## src/rtl/lgre_pkg.sv

```systemverilog
`timescale 1ns / 1ps
`default_nettype none
// ----------------------------------------------------------------------------
// lgre_pkg: shared types and constants of the Life generation row engine
// Widths, register indexes, limits and the result record used by all files.
// ----------------------------------------------------------------------------
package lgre_pkg;

    // Grid limits
    localparam int MAX_COLUMNS = 64;
    localparam int MAX_ROWS    = 1024;

    // Field widths
    localparam int ROW_W     = 64;   // cells carried by one row
    localparam int COL_W     = 7;    // column_count register
    localparam int ROW_CNT_W = 11;   // row_count register
    localparam int IDX_W     = 10;   // row_index field
    localparam int OUT_TDATA_W = 80; // next_row + row_index, padded to bytes

    // Largest frame that the row index can number
    localparam int ROW_LIMIT = (MAX_ROWS < (1 << IDX_W)) ? MAX_ROWS : (1 << IDX_W);

    // Configuration port
    localparam int CFG_IDX_W  = 1;
    localparam int CFG_DATA_W = 11;
    localparam logic [CFG_IDX_W-1:0] REG_COLUMN_COUNT = 1'd0;
    localparam logic [CFG_IDX_W-1:0] REG_ROW_COUNT    = 1'd1;

    // Result queue
    localparam int FIFO_DEPTH = 4;
    localparam int PTR_W      = $clog2(FIFO_DEPTH);
    localparam int CNT_W      = $clog2(FIFO_DEPTH + 1);

    // Life rule B3/S23
    localparam logic [3:0] BIRTH_COUNT   = 4'd3;
    localparam logic [3:0] SURVIVE_COUNT = 4'd2;

    typedef struct packed {
        logic [ROW_W-1:0] next_row;
        logic [IDX_W-1:0] row_index;
        logic             frame_last;
    } t_result;

    // Results that one accepted row pushes into the queue
    typedef struct packed {
        logic a_valid;   // finished row above the arriving one
        logic b_valid;   // final row of the frame
    } t_push;

endpackage
`default_nettype wire

```

## src/rtl/lgre_cell.sv

```systemverilog
`timescale 1ns / 1ps
`default_nettype none
// ----------------------------------------------------------------------------
// lgre_cell: one lane of the row engine
// Counts the eight neighbors of one cell and applies the B3/S23 rule.
// ----------------------------------------------------------------------------
module lgre_cell (
    input  wire logic [2:0] i_up,    // left, center, right of the row above
    input  wire logic [2:0] i_mid,   // left, center, right of this row
    input  wire logic [2:0] i_low,   // left, center, right of the row below
    output logic            o_alive
);

    logic [3:0] w_count;

    assign w_count = 4'(i_up[0]) + 4'(i_up[1]) + 4'(i_up[2])
                   + 4'(i_mid[0]) + 4'(i_mid[2])
                   + 4'(i_low[0]) + 4'(i_low[1]) + 4'(i_low[2]);

    assign o_alive = (w_count == lgre_pkg::BIRTH_COUNT)
                   | (i_mid[1] & (w_count == lgre_pkg::SURVIVE_COUNT));

endmodule
`default_nettype wire

```

## src/rtl/lgre_row.sv

```systemverilog
`timescale 1ns / 1ps
`default_nettype none
// ----------------------------------------------------------------------------
// lgre_row: one row of cell lanes
// Runs a lane per column side by side and merges the lane outputs into the
// next-generation row, clearing the columns outside the grid.
// ----------------------------------------------------------------------------
module lgre_row (
    input  wire logic [lgre_pkg::ROW_W-1:0] i_upper,
    input  wire logic [lgre_pkg::ROW_W-1:0] i_middle,
    input  wire logic [lgre_pkg::ROW_W-1:0] i_lower,
    input  wire logic [lgre_pkg::ROW_W-1:0] i_mask,
    output logic      [lgre_pkg::ROW_W-1:0] o_next
);

    // Dead cells pad both edges of the grid.
    logic [lgre_pkg::ROW_W+1:0] w_up_pad;
    logic [lgre_pkg::ROW_W+1:0] w_mid_pad;
    logic [lgre_pkg::ROW_W+1:0] w_low_pad;
    logic [lgre_pkg::ROW_W-1:0] w_lane;

    assign w_up_pad  = {1'b0, i_upper, 1'b0};
    assign w_mid_pad = {1'b0, i_middle, 1'b0};
    assign w_low_pad = {1'b0, i_lower, 1'b0};

    for (genvar g = 0; g < lgre_pkg::ROW_W; g++) begin : g_lane
        lgre_cell u_cell (
            .i_up   (w_up_pad[g+2:g]),
            .i_mid  (w_mid_pad[g+2:g]),
            .i_low  (w_low_pad[g+2:g]),
            .o_alive(w_lane[g])
        );
    end

    assign o_next = w_lane & i_mask;

endmodule
`default_nettype wire

```

## src/rtl/lgre_res_fifo.sv

```systemverilog
`timescale 1ns / 1ps
`default_nettype none
// ----------------------------------------------------------------------------
// lgre_res_fifo: result queue of the row engine
// Takes up to two results a cycle and hands one a cycle to the output while it is ready.
// ----------------------------------------------------------------------------
module lgre_res_fifo (
    input  wire logic              i_clk,
    input  wire logic              i_rst_n,
    input  wire lgre_pkg::t_push   i_push,
    input  wire lgre_pkg::t_result i_res_a,
    input  wire lgre_pkg::t_result i_res_b,
    output logic                   o_space,   // room for two more results
    output logic                   o_valid,
    input  wire logic              i_ready,
    output lgre_pkg::t_result      o_res
);

    lgre_pkg::t_result              r_mem [lgre_pkg::FIFO_DEPTH];
    logic [lgre_pkg::PTR_W-1:0]     r_wr_ptr;
    logic [lgre_pkg::PTR_W-1:0]     r_rd_ptr;
    logic [lgre_pkg::CNT_W-1:0]     r_count;
    logic [lgre_pkg::PTR_W-1:0]     n_wr_ptr;
    logic [lgre_pkg::PTR_W-1:0]     n_rd_ptr;
    logic [lgre_pkg::CNT_W-1:0]     n_count;
    logic [lgre_pkg::PTR_W-1:0]     w_wr_ptr_b;
    logic                           w_pop;

    assign o_valid    = (r_count != '0);
    assign o_res      = r_mem[r_rd_ptr];
    assign o_space    = (r_count <= lgre_pkg::CNT_W'(lgre_pkg::FIFO_DEPTH - 2));
    assign w_pop      = o_valid & i_ready;
    assign w_wr_ptr_b = r_wr_ptr + lgre_pkg::PTR_W'(i_push.a_valid);

    always_comb begin
        n_wr_ptr = r_wr_ptr + lgre_pkg::PTR_W'(i_push.a_valid)
                            + lgre_pkg::PTR_W'(i_push.b_valid);
        n_rd_ptr = r_rd_ptr + lgre_pkg::PTR_W'(w_pop);
        n_count  = r_count + lgre_pkg::CNT_W'(i_push.a_valid)
                           + lgre_pkg::CNT_W'(i_push.b_valid)
                           - lgre_pkg::CNT_W'(w_pop);
    end

    always_ff @(posedge i_clk) begin
        if (i_push.a_valid) begin
            r_mem[r_wr_ptr] <= i_res_a;
        end
        if (i_push.b_valid) begin
            r_mem[w_wr_ptr_b] <= i_res_b;
        end
    end

    always_ff @(posedge i_clk) begin
        if (!i_rst_n) begin
            r_wr_ptr <= '0;
            r_rd_ptr <= '0;
            r_count  <= '0;
        end else begin
            r_wr_ptr <= n_wr_ptr;
            r_rd_ptr <= n_rd_ptr;
            r_count  <= n_count;
        end
    end

    // The queue never holds more than it has entries for.
    a_count_bound : assert property (@(posedge i_clk) disable iff (!i_rst_n)
        r_count <= lgre_pkg::CNT_W'(lgre_pkg::FIFO_DEPTH))
        else $error("result queue overfilled");

    // Without a push or a pop the fill level holds.
    a_count_hold : assert property (@(posedge i_clk) disable iff (!i_rst_n)
        (!i_push.a_valid && !i_push.b_valid && !w_pop) |=> $stable(r_count))
        else $error("result queue level changed without traffic");

    // The two pointers are apart by exactly the fill level.
    a_ptr_gap : assert property (@(posedge i_clk) disable iff (!i_rst_n)
        lgre_pkg::PTR_W'(r_wr_ptr - r_rd_ptr) == lgre_pkg::PTR_W'(r_count))
        else $error("result queue pointers disagree with level");

endmodule
`default_nettype wire

```

## src/rtl/life_generation_row_engine_top.sv

```systemverilog
`timescale 1ns / 1ps
`default_nettype none
// ----------------------------------------------------------------------------
// life_generation_row_engine_top: one Life generation, streamed row by row
// Applies rule B3/S23 to a bounded grid that arrives one row per request.
// ----------------------------------------------------------------------------
//
//  Channel   Direction  Payload                                  Marker
//  s_axis    in         tdata[63:0] row_cells                    -
//  m_axis    out        tdata[63:0] next_row, [73:64] row_index  tlast = frame_last
//  i_cfg_*   in         index 0 column_count, 1 row_count        write enable
//
// One row request is taken every clock cycle while the queue has room. Each row runs through two
// banks of 64 cell lanes in the same cycle, and the results go into a
// four-entry queue whose head entry drives the output ports directly, so a
// result that finds the queue empty is offered in the cycle after its row is taken.
// The first row of a frame yields nothing, each later row yields the row
// above it, and the last row also yields the final row, an extra result
// that the queue takes up.
// The input stalls only while the queue has room for fewer than two
// results, that is, when the output side stalls.
// Reset is synchronous: column_count returns to 64, row_count to 1024,
// the frame restarts and the queue empties.
// ----------------------------------------------------------------------------
module life_generation_row_engine_top (
    input  wire logic                                i_clk,
    input  wire logic                                i_rst_n,

    // Configuration writes
    input  wire logic                                i_cfg_we,
    input  wire logic [lgre_pkg::CFG_IDX_W-1:0]      i_cfg_index,
    input  wire logic [lgre_pkg::CFG_DATA_W-1:0]     i_cfg_data,

    // Input rows
    input  wire logic                                s_axis_tvalid,
    output logic                                     s_axis_tready,
    input  wire logic [lgre_pkg::ROW_W-1:0]          s_axis_tdata,  // [63:0] row_cells

    // Next-generation rows
    output logic                                     m_axis_tvalid,
    input  wire logic                                m_axis_tready,
    output logic [lgre_pkg::OUT_TDATA_W-1:0]         m_axis_tdata,  // [63:0] next_row,
                                                                    // [73:64] row_index,
                                                                    // [79:74] zero
    output logic                                     m_axis_tlast   // frame_last
);

    // Configuration registers
    logic [lgre_pkg::COL_W-1:0]     r_column_count;
    logic [lgre_pkg::ROW_CNT_W-1:0] r_row_count;

    // Frame state: the two rows above the arriving one and the rows taken
    logic [lgre_pkg::ROW_W-1:0]     r_upper_row;
    logic [lgre_pkg::ROW_W-1:0]     r_middle_row;
    logic [lgre_pkg::IDX_W-1:0]     r_rows_received;

    logic [lgre_pkg::COL_W-1:0]     w_cols;
    logic [lgre_pkg::ROW_CNT_W-1:0] w_total;
    logic [lgre_pkg::ROW_W-1:0]     w_mask;
    logic [lgre_pkg::ROW_W-1:0]     w_cur;
    logic [lgre_pkg::ROW_W-1:0]     w_next_a;
    logic [lgre_pkg::ROW_W-1:0]     w_next_b;
    logic                           w_accept;
    logic                           w_last;
    lgre_pkg::t_push                w_push;
    lgre_pkg::t_result              w_res_a;
    lgre_pkg::t_result              w_res_b;
    lgre_pkg::t_result              w_out;

    // ------------------------------------------------------------------
    // Configuration. The data is cut to each register's own width.
    // ------------------------------------------------------------------
    always_ff @(posedge i_clk) begin
        if (!i_rst_n) begin
            r_column_count <= lgre_pkg::COL_W'(64);
            r_row_count    <= lgre_pkg::ROW_CNT_W'(1024);
        end else if (i_cfg_we) begin
            unique case (i_cfg_index)
                lgre_pkg::REG_COLUMN_COUNT: r_column_count <= i_cfg_data[lgre_pkg::COL_W-1:0];
                lgre_pkg::REG_ROW_COUNT:    r_row_count    <= i_cfg_data;
            endcase
        end
    end

    // Column count of zero acts as one; too large a count is clipped.
    always_comb begin
        priority if (r_column_count == '0) begin
            w_cols = lgre_pkg::COL_W'(1);
        end else if (r_column_count > lgre_pkg::COL_W'(lgre_pkg::MAX_COLUMNS)) begin
            w_cols = lgre_pkg::COL_W'(lgre_pkg::MAX_COLUMNS);
        end else begin
            w_cols = r_column_count;
        end
    end

    // Row count of zero acts as one, so every row forms a frame of its own; too large a count is clipped.
    always_comb begin
        priority if (r_row_count == '0) begin
            w_total = lgre_pkg::ROW_CNT_W'(1);
        end else if (r_row_count > lgre_pkg::ROW_CNT_W'(lgre_pkg::ROW_LIMIT)) begin
            w_total = lgre_pkg::ROW_CNT_W'(lgre_pkg::ROW_LIMIT);
        end else begin
            w_total = r_row_count;
        end
    end

    for (genvar g = 0; g < lgre_pkg::ROW_W; g++) begin : g_mask
        assign w_mask[g] = (lgre_pkg::COL_W'(g) < w_cols);
    end

    assign w_cur    = s_axis_tdata & w_mask;
    assign w_accept = s_axis_tvalid & s_axis_tready;

    // The arriving row closes the frame once the rows taken reach the count.
    // This also covers a count lowered in the middle of a frame.
    assign w_last = ((lgre_pkg::ROW_CNT_W'(r_rows_received) + lgre_pkg::ROW_CNT_W'(1))
                     >= w_total);

    // ------------------------------------------------------------------
    // Two lane banks: the row above the arriving one, and the arriving row
    // itself with dead cells below it. At the start of a frame the middle
    // row is still clear, so the second bank then sees the lone first row.
    // ------------------------------------------------------------------
    lgre_row u_row_a (
        .i_upper (r_upper_row),
        .i_middle(r_middle_row),
        .i_lower (w_cur),
        .i_mask  (w_mask),
        .o_next  (w_next_a)
    );

    lgre_row u_row_b (
        .i_upper (r_middle_row),
        .i_middle(w_cur),
        .i_lower ('0),
        .i_mask  (w_mask),
        .o_next  (w_next_b)
    );

    // Merge stage: decide which results this row produces.
    always_comb begin
        w_push.a_valid     = w_accept & (r_rows_received != '0);
        w_push.b_valid     = w_accept & w_last;
        w_res_a.next_row   = w_next_a;
        w_res_a.row_index  = r_rows_received - lgre_pkg::IDX_W'(1);
        w_res_a.frame_last = 1'b0;
        w_res_b.next_row   = w_next_b;
        w_res_b.row_index  = r_rows_received;
        w_res_b.frame_last = 1'b1;
    end

    always_ff @(posedge i_clk) begin
        if (!i_rst_n) begin
            r_upper_row     <= '0;
            r_middle_row    <= '0;
            r_rows_received <= '0;
        end else if (w_accept) begin
            if (w_last) begin
                r_upper_row     <= '0;
                r_middle_row    <= '0;
                r_rows_received <= '0;
            end else begin
                r_upper_row     <= r_middle_row;
                r_middle_row    <= w_cur;
                r_rows_received <= r_rows_received + lgre_pkg::IDX_W'(1);
            end
        end
    end

    // ------------------------------------------------------------------
    // Result queue and output
    // ------------------------------------------------------------------
    lgre_res_fifo u_fifo (
        .i_clk  (i_clk),
        .i_rst_n(i_rst_n),
        .i_push (w_push),
        .i_res_a(w_res_a),
        .i_res_b(w_res_b),
        .o_space(s_axis_tready),
        .o_valid(m_axis_tvalid),
        .i_ready(m_axis_tready),
        .o_res  (w_out)
    );

    assign m_axis_tdata = {{(lgre_pkg::OUT_TDATA_W - lgre_pkg::ROW_W - lgre_pkg::IDX_W){1'b0}},
                           w_out.row_index, w_out.next_row};
    assign m_axis_tlast = w_out.frame_last;

    // ------------------------------------------------------------------
    // Assertions
    // ------------------------------------------------------------------

    // A fresh frame starts with both stored rows clear.
    a_frame_clear : assert property (@(posedge i_clk) disable iff (!i_rst_n)
        (r_rows_received == '0) |-> (r_middle_row == '0 && r_upper_row == '0))
        else $error("stored rows not clear at frame start");

    // The last row of a frame returns the engine to the frame start.
    a_frame_restart : assert property (@(posedge i_clk) disable iff (!i_rst_n)
        (w_accept && w_last) |=> (r_rows_received == '0))
        else $error("frame did not restart after its last row");

    // The row counter never runs past the last row of the largest frame.
    a_row_bound : assert property (@(posedge i_clk) disable iff (!i_rst_n)
        r_rows_received <= lgre_pkg::IDX_W'(lgre_pkg::ROW_LIMIT - 1))
        else $error("row counter out of range");

endmodule
`default_nettype wire
```

## config.mk

```make
export PLATFORM = sky130hd
export DESIGN_NAME = life_generation_row_engine_top
export DESIGN_NICKNAME = d
export VERILOG_FILES = /design/src/rtl/lgre_pkg.sv /design/src/rtl/lgre_cell.sv /design/src/rtl/lgre_row.sv /design/src/rtl/lgre_res_fifo.sv /design/src/rtl/life_generation_row_engine_top.sv
export SDC_FILE = /design/constraint.sdc
export NUM_CORES = 2
export LEC_CHECK = 0
export BUFFER_PORTS_ARGS = -buffer_cell sky130_fd_sc_hd__buf_2
export CAP_MARGIN = 20
export CORE_ASPECT_RATIO = 0.7
export CORE_MARGIN = 2
export CORE_UTILIZATION = 45
export CTS_BUF_LIST = sky130_fd_sc_hd__clkbuf_8
export CTS_CLUSTER_DIAMETER = 60
export DETAILED_ROUTE_END_ITERATION = 12
export PLACE_DENSITY = 0.69
export SYNTH_ARGS = -nofsm -noshare
export SYNTH_HDL_FRONTEND = slang
export SYNTH_SLANG_ARGS = --single-unit
```

## constraint.sdc

```tcl
create_clock -name i_clk -period 4.64 [get_ports i_clk]
set_input_delay 0.464 -clock i_clk [delete_from_list [all_inputs] [get_ports i_clk]]
set_output_delay 0.464 -clock i_clk [all_outputs]
set_load 0.03 [all_outputs]
```

### Word level (Yosys, flattened, before mapping)

Memory sizes are Yosys's and may differ from the RTL's. A register that Yosys moved wholly into a read port is not among the register bits.
Index checks and enable logic that the tools add are counted.

* input port bits: 81
* flip-flop bits (word level): 163
* memories: 1
* RAM bits: 300
* output and inout bits: 83
* logic and storage cells: 1316

* $lt $le $gt $ge: 68
* equal/unequal tests: 256
* $add $sub $neg: 701
* reduce and logical (&&, ||, !) cells: 6
* bitwise gates (word level): 264
* multiplexer cells: 12

Memories
* u_fifo.r_mem: words 4, bits a word 75, rd ports 1, clocked after Yosys merged registers in 1, wr ports 2, line lgre_res_fifo.sv:19 `lgre_pkg::t_result r_mem [lgre_pkg::FIFO_DEPTH];`

Operators with widths (number)
* $add 4x1->4: 565
* $eq 4x2->1 const B: 254
* $add 1x1->2: 126
* $lt 6x7->1 const A: 32
* $and 64x64->64: 3
* $and 1x1->1: 132
* $mux 64: 2
* $or 1x1->1: 128
* $lt 5x7->1 const A: 16
* $lt 4x7->1 const A: 8
* $lt 3x7->1 const A: 4
* $mux 11: 2
* $lt 1x7->1 const A: 2
* $lt 2x7->1 const A: 2
* $mux 7: 2
* $add 10x1->11 const B: 1
* $ge 11x11->1: 1
* $gt 11x11->1 const B: 1
* $logic_not 11->1: 1
* $add 10x1->10 const B: 1
* $mux 10: 1
* $reduce_bool 10->1: 1
* $sub 10x1->10 const B: 1
* $gt 7x7->1 const B: 1
* other kinds (12): 20

### Depth between registers and ports, before layout

* depth after elaboration: 12
* depth in mapped cells: 18
* gate-level depth less buffers: 16

### By module

Synthesis repeated with hierarchy kept, for this count alone.

* cell total of the unflattened synthesis: 4830
* area total of the unflattened synthesis: 47613.2 um^2

Modules (own cells, without submodules)
* lgre_cell (u_row_a.g_lane[0].u_cell ...): cells an instance 23, times used 82, area each 185.2 um^2
* lgre_res_fifo: cells an instance 770, times used 1, area each 14878.0 um^2
* lgre_cell (u_row_a.g_lane[53].u_cell ...): cells an instance 23, times used 46, area each 200.2 um^2
* life_generation_row_engine_top: cells an instance 986, times used 1, area each 7533.5 um^2
* lgre_row: cells an instance 65, times used 2, area each 404.1 um^2

### Worst setup path after synthesis

Ideal clock, no wire load.

* path kind: register -> register
* from: register r_rows_received[0] (netlist name)
* to: memory u_fifo.r_mem[0][10] (netlist name) (enable)
* setup slack: -0.212 ns
* cell stages (with the launch flop): 15
* library setup time: 0.760 ns
* required time: 3.880 ns
* data arrival time: 4.092 ns
* path through: dfxtp_1 clkbuf_1 inv_1 ha_1 clkbuf_1 nor2b_1 nand4b_1 nand2_1 inv_1 ha_1 xor2_1 nor3_1 a21oi_1 clkbuf_1 nand2_1

RTL lines
* start: declaration: line life_generation_row_engine_top.sv:55 `logic [lgre_pkg::IDX_W-1:0] r_rows_received;`
* start signal: assignment: line life_generation_row_engine_top.sv:165 `r_rows_received <= r_rows_received + lgre_pkg::IDX_W'(1);`
* end: declaration: line lgre_res_fifo.sv:19

==> results by group <==
Clocking
  • Root Buffer: clkbuf_8
  • CTS Buffer Depth: 3
  • TritonCTS clock tree: built
  • CTS Sinks: 463
  • Worst-path clk slew: ~0.07 ns
  • Number of post-CTS setup repair buffers: 0
  • Num CTS Buffers: 80
  • Skew-Pair Late Insertion Delay: 0.71 ns
  • H-tree levels: 3

STA
  • Max Clock Skew: 0.0224 ns
  • RSZ-0062 raised after global routing: no
  • WHS: 0.0488 ns
  • Worst slew pin tran: 1.01 ns
  • Fin crit share: a little over nine tenths
  • Worst slew margin: 32.8%
  • Fmax: 226 MHz
  • Final Slew Violations: 0
  • Final setup viols: 0
  • Min cycle time layout: 4.43 ns
  • Setup tns final: 0 ns
  • Hold Violations, Final: 0

Floorplanning
  • Chip Width: 356 µm
  • Die height: 250 µm
  • Die area: 89,100 µm²
  • Placement row count: 90
  • IO Pins: 164
  • Initial core utilization: between 40 and 50%
  • Core area: 86,000 µm²

Route
  • Post-Route WL: between 100 and 150 mm
  • ANT nets after route: 0
  • Wirelength per Cell: 20.6 µm
  • DR iter-0 viols: 2,836
  • Met2 Wirelength: ~47 mm
  • TritonRoute pass-1 iters: 6
  • Metal-1 WL: 48.3 mm
  • Via count: 29,400
  • Via-per-instance ratio: 5.59
  • Drt drc: 0
  • Metal3 WL: 9.97 mm
  • Top routing layer in use: met5

Logic synthesis
  • Post-Syn Area: 39,000 µm²
  • Top cells by area, synth: edfxtp_1, fa_1, ha_1
  • Synth top cells by count: inv_1, nand2_1, fa_1, ha_1, edfxtp_1
  • Post-Synthesis Cells: 3,886
  • Most common cell in the netlist: inv_1
  • Synth Flop Type: edfxtp_1
  • Seq/Total Area, Yosys: 31.3%
  • Post-synth ARST share: 0%
  • Flip-flop and latch count after synthesis: 463
  • Synth unique cells: 68
  • Synth top area share: 22.8%
  • Syn. warnings: 0
  • Post-synthesis average cell area: 10.0 µm²
  • Post-synth EDFFs: 296
  • Synth area leader: edfxtp_1

Power
  • Switching share of power: 43.4%
  • PD cells: 404 nW/µm²
  • Comb pwr share: 49.4%
  • Max rail drop VDD: between 200 and 300 µV
  • Clock network power share: 20.8%
  • Internal power: 9.88 mW
  • Psw: 7.58 mW
  • Flop pwr share: 29.8%
  • P_leak: 18.7 nW

Critical path
  • Reg-to-reg startpoint: r_column_count[4]
  • Worst r2r path cells: 11
  • Setup crit end kind: register
  • WP data arrival: 4.95 ns
  • Data required time at the worst endpoint: 5.15 ns
  • Crit-path max FO: 9
  • WS Path Type: register to register
  • CP startpoint: r_column_count[4]
  • CP Launch Type: register

Global routing
  • Number of global-route vias before repair: 29,000
  • Largest net degree at the start of global routing: 83
  • Global-route wire length before repair: 170 mm
  • GRT Total Usage: 24.7%
  • Grt ovf: 0
  • Antenna violations before repair: 9

Min path
  • HP Start: i_cfg_data[0]
  • Hold path depth: 3
  • Hold Crit Class: input pin to register

Placed design
  • Routability cong.: 0.928
  • Post-DP HPWL: roughly 80 mm
  • IO buf count: 157

Final layout
  • # nets final: roughly 4,800
  • Post-layout util: 50.2%
  • Share of cells above drive strength 1: roughly an eighth
  • P&R area growth vs syn: 10.7%
  • # fillers: roughly 7,800

Status
  • Status: finished, final reports clean

Flow run
  • Max-Cap Viols: 0
==> worst max-delay path, stage by stage (launching register included) <==
cell and delay, ns:
dfxtp_1 0.35, buf_4 0.18, or3_1 0.51, a31oi_1 0.55
nand2b_1 0.41, fa_1 0.48, fa_1 0.44, fa_1 0.39
nor2_1 0.11, a31oi_1 0.10, a2111o_1 0.41, o31ai_1 0.29
==> metal layers <==
| metal | vias to the layer above | GRT usage [%] |
|---|---|---|
| li1 | 13600 | - |
| met2 | 1268 | 36.7 |
| met5 | - | 0 |
| met4 | 6 | 6.59 |
| met1 | 14400 | 36.5 |
| met3 | 187 | 5.08 |
==> flip-flops by register name (all words and copies together) (netlist names) <==
signal / flops
u_fifo.r_wr_ptr: 2
u_fifo.r_rd_ptr: 2
r_column_count: 7
u_fifo.r_mem: 300
r_upper_row: 64
r_middle_row: 64
u_fifo.r_count: 3
r_row_count: 11
r_rows_received: 10
==> path summary, 6_finish.rpt <==
path / to / slack [ns]
min reg2reg: u_fifo.r_mem[1][0] / 0.44
max reg2reg: u_fifo.r_mem[2][23] / 0.21
min: r_row_count[0] / 0.05
max: u_fifo.r_mem[2][23] / 0.21
==> metrics by stage <==
step / std cells / cell area [µm²] / power [mW] / setup WS, ns
3_5_place_dp: 5111 / 41600 / 13.9 / 0.146
3_3_place_gp: 5111 / 41600 / 13.6 / 0.180
6_report: 5264 / 43200 / 17.5 / 0.206
2_1_floorplan: 3891 / 39100 / 11.3 / 0.525
4_1_cts: 5260 / 43200 / 17.5 / 0.0877
5_1_grt: 5263 / 43200 / 18.8 / 0.00348
==> cell type report <==
cell class,instances,area [µm²],share of cell area (%)
tap,1150,1440,3.33
timing repair buffer,276,1950,4.52
multi-input combinational,2504,23400,54.1
inverter,722,2710,6.28
clock buffer,86,1180,2.74
antenna,4,10.0,0.0232
sequential,463,12200,28.3
clock inverter,59,305,0.706
==> cells in the final DEF (no fill, tap or decap), types with 11 or more instances in the layout <==
cell,count
a2111o_1,25
a21oi_1,88
a22oi_1,108
a2bb2oi_1,18
a31oi_1,39
and2_1,11
buf_12,21
buf_2,157
buf_4,94
clkbuf_8,86
clkinv_1,17
dfxtp_1,161
edfxtp_1,296
fa_1,380
ha_1,336
inv_1,746
mux2i_1,16
mux4_2,75
nand2_1,411
nand2b_1,41
nand3_1,59
nor2_1,277
nor2b_1,58
nor3_1,27
nor4b_1,47
o21ai_0,63
o31ai_1,244
or3_1,14
or4_1,16
==> kinds of logic after synthesis <==
group / after synthesis / share of synthesized area, %
AND/OR/NAND/NOR: 1018 / 12.1
XOR/XNOR: 17 / 0.381
flip-flops: 463 / 31.3
buffers and inverters: 924 / 9.19
adder cells (fa/ha/maj): 716 / 30.3
multiplexers: 96 / 4.88
AO/OA/AOI/OAI: 651 / 11.8
other: 1 / 0.00961
==> power by group through the flow <==
stage	clock network [mW]	registers (mW)	logic, mW
2_1_floorplan	0	5.04	6.23
3_3_place_gp	0	5.27	8.31
3_5_place_dp	0	5.28	8.58
4_1_cts	3.70	5.19	8.62
5_1_grt	3.89	5.25	9.69
6_report	3.63	5.20	8.62
==> what timing repair did <==
item                                    CTS  global route
endpoints found under the setup margin    0            40
hold buffers                              4             0
hold endpoints to repair                  4             0
resized for setup                         0            18
Power figures use the tool's default switching activity.
